<file path="config.mk">
export PLATFORM = sky130hd
export DESIGN_NAME = saq_isqrt
export DESIGN_NICKNAME = d
export VERILOG_FILES = /design/src/shortest_arc_quaternion_assert.svh /design/src/saq_pkg.sv /design/src/saq_isqrt.sv
export SDC_FILE = /design/constraint.sdc
export NUM_CORES = 2
export LEC_CHECK = 0
export BUFFER_PORTS_ARGS = -buffer_cell sky130_fd_sc_hd__clkbuf_2
export CORE_MARGIN = 4
export CORE_UTILIZATION = 30
export CTS_BUF_LIST = sky130_fd_sc_hd__clkbuf_2
export DETAILED_ROUTE_END_ITERATION = 16
export PLACE_DENSITY = 0.52
export SLEW_MARGIN = 30
export SYNTH_ARGS = -nofsm -noshare
export SYNTH_HDL_FRONTEND = slang
export SYNTH_SLANG_ARGS = --single-unit
</file>
<file path="constraint.sdc">
create_clock -name clk -period 4.4 [get_ports clk]
set_clock_uncertainty 0.2 [all_clocks]
set_input_delay 1.1 -clock clk [delete_from_list [all_inputs] [get_ports clk]]
set_output_delay 1.1 -clock clk [all_outputs]
set_load 0.01 [all_outputs]
</file>
<file path="src/shortest_arc_quaternion_assert.svh">
// ----------------------------------------------------------------------------
// shortest arc quaternion assertion macros
// same-cycle and next-cycle implication checks on clk, disabled in reset
// ----------------------------------------------------------------------------
`ifndef SHORTEST_ARC_QUATERNION_ASSERT_SVH
`define SHORTEST_ARC_QUATERNION_ASSERT_SVH

// same-cycle implication
`define SAQ_ASSERT_IMP(lbl, ante, cons, msg) \
  lbl: assert property (@(posedge clk) disable iff (!rst_n) (ante) |-> (cons)) \
    else $error(msg);

// next-cycle implication
`define SAQ_ASSERT_NXT(lbl, ante, cons, msg) \
  lbl: assert property (@(posedge clk) disable iff (!rst_n) (ante) |=> (cons)) \
    else $error(msg);

`endif

</file>
<file path="src/saq_pkg.sv">
// ----------------------------------------------------------------------------
// saq_pkg
// types and constants of the shortest arc quaternion pipeline
// ----------------------------------------------------------------------------
package saq_pkg;

  localparam int COMP_W = 32;
  localparam int LANE_W = 33;
  localparam int RAD_W  = 64;
  localparam int ROOT_W = 32;
  localparam int QUOT_W = 32;
  localparam int FRAC   = 30;
  localparam int LANES  = 3;

  localparam logic signed [31:0] ONE_Q30  = 32'sd1073741824;
  localparam logic signed [33:0] OPP_LIM  = -34'sd1073741824 + 34'sd1073742;
  localparam logic signed [33:0] COS_MAX  = 34'sd1073741824;
  localparam logic [63:0]        AXIS_MIN = 64'd11529215046068470;
  localparam logic signed [63:0] RND_HALF = 64'sd536870912;

  typedef struct packed {
    logic signed [31:0] start_x;
    logic signed [31:0] start_y;
    logic signed [31:0] start_z;
    logic signed [31:0] dest_x;
    logic signed [31:0] dest_y;
    logic signed [31:0] dest_z;
  } saq_in_t;

  typedef struct packed {
    logic signed [31:0] quat_w;
    logic signed [31:0] quat_x;
    logic signed [31:0] quat_y;
    logic signed [31:0] quat_z;
    logic               opposite_case;
    logic               zero_length;
  } saq_out_t;

endpackage

</file>
<file path="src/saq_isqrt.sv">
// ----------------------------------------------------------------------------
// saq_isqrt
// pipelined integer square root, one root bit per stage, with sideband
// ----------------------------------------------------------------------------
module saq_isqrt #(
  parameter int SBW = 1
) (
  input  logic                       clk,
  input  logic                       rst_n,
  input  logic                       en,
  input  logic                       in_vld,
  input  logic [saq_pkg::RAD_W-1:0]  in_rad,
  input  logic [SBW-1:0]             in_sb,
  output logic                       out_vld,
  output logic [saq_pkg::ROOT_W-1:0] out_root,
  output logic [SBW-1:0]             out_sb
);

  localparam int STEPS = saq_pkg::ROOT_W;
  localparam int RW    = saq_pkg::RAD_W;
  localparam int CW    = saq_pkg::RAD_W + 2;

  logic                       vld_r  [STEPS];
  logic [RW-1:0]              rem_r  [STEPS];
  logic [saq_pkg::ROOT_W-1:0] root_r [STEPS];
  logic [SBW-1:0]             sb_r   [STEPS];

  for (genvar g = 0; g < STEPS; g++) begin : g_stage
    localparam int K = STEPS - 1 - g;
    logic                       vld_src;
    logic [RW-1:0]              rem_src;
    logic [saq_pkg::ROOT_W-1:0] root_src;
    logic [SBW-1:0]             sb_src;
    logic [CW-1:0]              cand;
    logic                       ge;

    if (g == 0) begin : g_first
      assign vld_src  = in_vld;
      assign rem_src  = in_rad;
      assign root_src = '0;
      assign sb_src   = in_sb;
    end else begin : g_next
      assign vld_src  = vld_r[g-1];
      assign rem_src  = rem_r[g-1];
      assign root_src = root_r[g-1];
      assign sb_src   = sb_r[g-1];
    end

    assign cand = (CW'(root_src) << (K + 1)) + (CW'(1) << (2 * K));
    assign ge   = CW'(rem_src) >= cand;

    always_ff @(posedge clk) begin
      if (!rst_n) begin
        vld_r[g] <= 1'b0;
      end else if (en) begin
        vld_r[g] <= vld_src;
      end
    end

    always_ff @(posedge clk) begin
      if (en) begin
        rem_r[g]  <= ge ? rem_src - cand[RW-1:0] : rem_src;
        root_r[g] <= ge ? (root_src | (saq_pkg::ROOT_W'(1) << K)) : root_src;
        sb_r[g]   <= sb_src;
      end
    end
  end

  assign out_vld  = vld_r[STEPS-1];
  assign out_root = root_r[STEPS-1];
  assign out_sb   = sb_r[STEPS-1];

endmodule

</file>
# After elaboration in Yosys (flattened, before gate mapping)
# Memory sizes are Yosys's and may differ from the RTL's.
# Index checks and enable logic that the tools add are counted.
word_totals:
  ff_bits: 0
  ramBits: 3136
  input_bits: 69
  word_cells: 232
  memories: 4
classes:
  n_addsub: 63
  n_lt_le_gt_ge: 32
  n_mux: 101
  n_bitwise: 32
memory_table:
  columns: ["name", "words", "word_bits", "rd", "rd_ports_with_merged_regs", "write_ports", "line", "source"]
  rows:
  - ["rem_r", 32, 64, 31, 0, 32, "saq_isqrt.sv:24", "logic [RW-1:0] rem_r [STEPS];"]
  - ["root_r", 32, 32, 32, 0, 32, "saq_isqrt.sv:25", "logic [saq_pkg::ROOT_W-1:0] root_r [STEPS];"]
  - ["sb_r", 32, 1, 32, 0, 32, "saq_isqrt.sv:26", "logic [SBW-1:0] sb_r [STEPS];"]
  - ["vld_r", 32, 1, 32, 0, 32, "saq_isqrt.sv:23", "logic vld_r [STEPS];"]
ops:
  columns: ["cell", "n"]
  rows:
  - ["$mux W64", 32]
  - ["$add A63 B61 Y64 const B", 1]
  - ["$ge A64 B34 Y1", 1]
  - ["$ge A64 B35 Y1", 1]
  - ["$ge A64 B36 Y1", 1]
  - ["$ge A64 B37 Y1", 1]
  - ["$ge A64 B38 Y1", 1]
  - ["$ge A64 B39 Y1", 1]
  - ["$ge A64 B40 Y1", 1]
  - ["$ge A64 B41 Y1", 1]
  - ["$ge A64 B42 Y1", 1]
  - ["$ge A64 B43 Y1", 1]
  - ["$ge A64 B44 Y1", 1]
  - ["$ge A64 B45 Y1", 1]
  - ["$ge A64 B46 Y1", 1]
  - ["$ge A64 B47 Y1", 1]
  - ["$ge A64 B48 Y1", 1]
  - ["$ge A64 B49 Y1", 1]
  - ["$ge A64 B50 Y1", 1]
  - ["$ge A64 B51 Y1", 1]
  - ["$ge A64 B52 Y1", 1]
  - ["$ge A64 B53 Y1", 1]
  - ["$ge A64 B54 Y1", 1]
  - ["$ge A64 B55 Y1", 1]
  - ["other kinds (105)", 173]

# Depth between registers and ports, before layout
logic_depth:
  depth_word: 4
  mapped_depth: 15

# Worst setup path before layout
# Ideal clock, no wire load.
synth_path:
  kind: "register -> register"
  start: "memory rem_r[11][41] in the netlist's numbering"
  end: "memory rem_r[12][58] in the netlist's numbering, data pin"
  setup_time_ps: 266
  t_arrival_ps: 3216
  required_ps: 3934
  path_slack_ps: 719
  stages_incl_launch_ff: 11
  path_buffers: 0
  period_less_slack_ps: 3681
  path_cell_list: "edfxtp_1 -> ha_1 -> a21o_1 -> a21o_1 -> a211o_1 -> a41o_1 -> a2111oi_0 -> o31ai_1 -> or4b_2 -> nor3_1 -> xor2_1"
synth_rtl:
  columns: ["item", "line"]
  rows:
  - ["start: declaration", "saq_isqrt.sv:24"]

==> impl_metrics.env <==
export IMPL_post_route_cells_drive_above_1_share_pct=13.5
export IMPL_worst_hold_slack_ps=199
export IMPL_worst_slew_pin_transition_ps=1090
export IMPL_die_y_um=649
export IMPL_setup_tns_ps=0
export IMPL_routed_wl_mm=339
export IMPL_ys_warnings_count=0
export IMPL_final_core_util_pct=34.3
export IMPL_arrival_ps=5860
export IMPL_combinationalPowerShare_pct=24.1
export IMPL_post_cts_repair_setup_buffers=0
export IMPL_timing_hold_violations_final=0
export IMPL_dp_final_hpwl_mm=254
export IMPL_vias=82400
export IMPL_p_leak_nw=53.3
export IMPL_final_period_minus_worst_setup_slack_ps=4300
export IMPL_max_slew_vio_count=0
export IMPL_detail_route_first_pass_iterations=6
export IMPL_final_cycle_share_pct=97.8
export IMPL_grt_pass1_wl_mm=510
export IMPL_grt_antenna_before_repair=21
export IMPL_swShare_pct=33.9
export IMPL_timing_max_cap_violations=0
export IMPL_syn_avg_cell_area_um2=12.5
export IMPL_buffer_ports_inserted=102
export IMPL_row_count=235
export IMPL_post_drt_wl_per_cell_um=20.2
export IMPL_fmaxAchievable_ghz=0.232
export IMPL_global_routing_usage_summed_across_all_routing_layers_pct=15.6
export IMPL_crit_type="register to register"
export IMPL_pwr_share_clk_pct=25.2
export IMPL_worstHoldEndpoint="root_r[6][16]"
export IMPL_sequential_cell_area_fraction_in_the_yosys_report_pct=62.7
export IMPL_max_slew_margin_pct=26.6
export IMPL_ys_dominant_reg_cell="sky130_fd_sc_hd__edfxtp_1"
export IMPL_cp_required_ps=5960
export IMPL_dieArea_mm2=0.421
export IMPL_design_final_nets=11500
export IMPL_clock_sinks=2576
export IMPL_vias_per_cell=4.91
export IMPL_first_global_vias=82900
export IMPL_seq_power_share_pct=50.7
export IMPL_postSynthNetCount=10500
export IMPL_worstSkewPairLatency_ps=2110
export IMPL_clockRootBuffer="sky130_fd_sc_hd__clkbuf_2"
export IMPL_synth_cell_type_count=84
export IMPL_net_switching_power_mw=22.7
export IMPL_worstHoldPathType="register to register"
export IMPL_area_growth_syn_to_layout_pct=13.8
export IMPL_grt_overflow_total=0
export IMPL_cts_path_max_buffers=4
export IMPL_number_of_flops_mapped_to_enable_cells_by_yosys=2575
export IMPL_initial_utilization_pct=30.1
export IMPL_outcome="completed"
export IMPL_worstReg2RegStart="root_r[7][3]"
export IMPL_initialDrtViolationCount=6241
export IMPL_p_int_mw=44.4
export IMPL_capturing_element_type_of_the_critical_path="register"
export IMPL_regToRegSetupSlack_ps=100
export IMPL_io_pins=103
export IMPL_min_delay_start="root_r[5][112]"
export IMPL_critPathMaxFanout=6
export IMPL_maximum_ir_drop_on_the_vdd_rail_v=0.000477
export IMPL_yosys_register_bits=2576
export IMPL_rsz0062_at_grt="no"
export IMPL_cts_made_buffers=683
export IMPL_cts_tree="built"
export IMPL_ff2ff_path_depth=14
export IMPL_gp_routability_congestion=0.917
export IMPL_htree_levels=6
export IMPL_synth_cell_area_mm2=0.123
export IMPL_clkTransAtPathRegs_ps=110
export IMPL_synthCells=9833
export IMPL_grt_start_max_net_pins=106
export IMPL_ys_async_sr_fraction_pct=0
export IMPL_setup_violations_final=0
export IMPL_power_density_mw_per_mm2=478
export IMPL_design_core_area_mm2=0.410
export IMPL_holdPathStages=0
export IMPL_rr_endpoint="rem_r[29][61]"
export IMPL_remaining_drc_errors=0
export IMPL_ant_nets=0
export IMPL_die_width_um=649
export IMPL_start_kind="register"
[through the flow]
stage | power [mW] | cells | setup WS (ps) | instance area [um2]
finish | 67.1 | 16800 | 97.7 | 140000
global route | 71.3 | 16800 | 22.4 | 140000
floorplan | 44.0 | 9833 | 719 | 123000
global placement | 50.3 | 15400 | -559 | 132000
CTS | 68.0 | 16800 | 12.1 | 140000
detailed placement | 50.4 | 15400 | -187 | 132000
[Yosys cell counts, types with 64 or more instances]
master                     count  area share (%)
sky130_fd_sc_hd__clkbuf_1    180            0.55
sky130_fd_sc_hd__a211oi_1     64            0.39
sky130_fd_sc_hd__nor3_1      259             1.1
sky130_fd_sc_hd__nor4_1      342             1.7
sky130_fd_sc_hd__o21ai_0     476             1.9
sky130_fd_sc_hd__xor2_1      414             2.9
sky130_fd_sc_hd__a21o_1      242             1.5
sky130_fd_sc_hd__nand3_1     158            0.64
sky130_fd_sc_hd__and3_1       97            0.49
sky130_fd_sc_hd__nand2_1     644             2.0
sky130_fd_sc_hd__inv_1       691             2.1
sky130_fd_sc_hd__ha_1        558             5.7
sky130_fd_sc_hd__nand4_1     171            0.87
sky130_fd_sc_hd__a21oi_1     594             2.4
sky130_fd_sc_hd__nor2_1      644             2.0
sky130_fd_sc_hd__o21a_1       86            0.52
sky130_fd_sc_hd__nand2b_1    112            0.57
sky130_fd_sc_hd__xnor2_1     466             3.3
sky130_fd_sc_hd__edfxtp_1   2575              63
sky130_fd_sc_hd__mux2_2       73            0.67
sky130_fd_sc_hd__or3_1       119            0.60
sky130_fd_sc_hd__or4_1        86            0.52
[critical path: stages (launching register included)]
cell                       delay [ps]
sky130_fd_sc_hd__edfxtp_1         420
sky130_fd_sc_hd__inv_1             60
sky130_fd_sc_hd__ha_1             340
sky130_fd_sc_hd__or4b_2           630
sky130_fd_sc_hd__nor4_1           200
sky130_fd_sc_hd__buf_4            170
sky130_fd_sc_hd__nand4_1          320
sky130_fd_sc_hd__and3_1           360
sky130_fd_sc_hd__a21boi_0         150
sky130_fd_sc_hd__o211a_1          250
sky130_fd_sc_hd__buf_4            180
sky130_fd_sc_hd__a211oi_1         230
sky130_fd_sc_hd__buf_4            210
sky130_fd_sc_hd__nand3_1          120
sky130_fd_sc_hd__xnor2_2          180
[cell usage in the layout, fill, tap and decap left out, types with 64 or more instances in the layout]
cell and count:
sky130_fd_sc_hd__ha_1 558, sky130_fd_sc_hd__a211oi_1 64, sky130_fd_sc_hd__dlygate4sd3_1 203, sky130_fd_sc_hd__mux2_2 73, sky130_fd_sc_hd__nand4_1 171, sky130_fd_sc_hd__inv_1 691, sky130_fd_sc_hd__o21ai_0 474, sky130_fd_sc_hd__nor2_1 643
sky130_fd_sc_hd__buf_4 178, sky130_fd_sc_hd__and3_1 97, sky130_fd_sc_hd__nand2b_1 112, sky130_fd_sc_hd__a21oi_1 593, sky130_fd_sc_hd__nand2_1 644, sky130_fd_sc_hd__edfxtp_1 2575, sky130_fd_sc_hd__clkinv_1 142, sky130_fd_sc_hd__or3_1 119
sky130_fd_sc_hd__or4_1 86, sky130_fd_sc_hd__nand3_1 158, sky130_fd_sc_hd__xor2_1 414, sky130_fd_sc_hd__xnor2_1 465, sky130_fd_sc_hd__nor3_1 259, sky130_fd_sc_hd__nor4_1 337, sky130_fd_sc_hd__clkbuf_2 1044, sky130_fd_sc_hd__a21o_1 242
sky130_fd_sc_hd__o21a_1 85
[cell type report]
| type | count | area [um2] |
|---|---|---|
| Antenna cell | 16 | 40.0 |
| Clock buffer | 943 | 4720 |
| Clock inverter | 234 | 1480 |
| Fill cell | 40400 | 269000 |
| Inverter | 695 | 2610 |
| Multi-Input combinational cell | 6349 | 42600 |
| Sequential cell | 2576 | 77300 |
| Tap cell | 5451 | 6820 |
| Timing Repair Buffer | 521 | 4660 |
[logic make-up after synthesis]
| family | share of synthesized area [%] |
|---|---|
| fa+ha+maj | 5.66 |
| simple gates | 12.5 |
| buf+inv | 2.78 |
| compound gates | 9.32 |
| mux | 0.748 |
| xor+xnor | 6.25 |
| flops | 62.7 |
[how the worst max path moves through the flow]
stage / endpoint / cells after the start / from / slack (ps)
2_1_floorplan: rem_r[12][58] / 10 / rem_r[11][41] / 720
3_3_place_gp: rem_r[29][61] / 12 / rem_r[28][34] / -560
3_5_place_dp: rem_r[29][61] / 12 / rem_r[28][34] / -190
4_1_cts: rem_r[29][61] / 12 / rem_r[28][34] / 10
5_1_grt: rem_r[29][61] / 14 / root_r[7][3] / 20
6_report: rem_r[29][61] / 14 / root_r[7][3] / 100
[power by group through the flow]
stage	clock (mW)	sequential, mW	combinational, mW
2_1_floorplan	0	32.9	11.1
3_3_place_gp	0	34.6	15.7
3_5_place_dp	0	34.6	15.9
4_1_cts	17.8	34.1	16.1
5_1_grt	19.1	34.3	17.9
6_report	16.9	34.0	16.1
[sequential cells by signal, indices dropped and copies added (netlist names)]
| signal | count |
|---|---|
| rem_r | 1984 |
| root_r | 528 |
| sb_r | 32 |
| vld_r | 32 |
[repair_timing]
action / 4_1_cts / 5_1_grt
hold buffers: 204 / 0
gates resized for setup: 1 / 5
hold endpoints to repair: 2673 / 0
pin swaps: 1 / 1
endpoints found under the setup margin: 9 / 3
[routing by layer]
metal | track usage (%) | vias to the layer above | routed length [um]
met5 | 0 | - | 76
met1 | 19.5 | 40100 | 145000
li1 | - | 39400 | -
met3 | 2.57 | 621 | 16400
met4 | 5.66 | 12 | 11300
met2 | 26.9 | 2364 | 166000
Note: power is estimated with default switching activity, not from simulation.
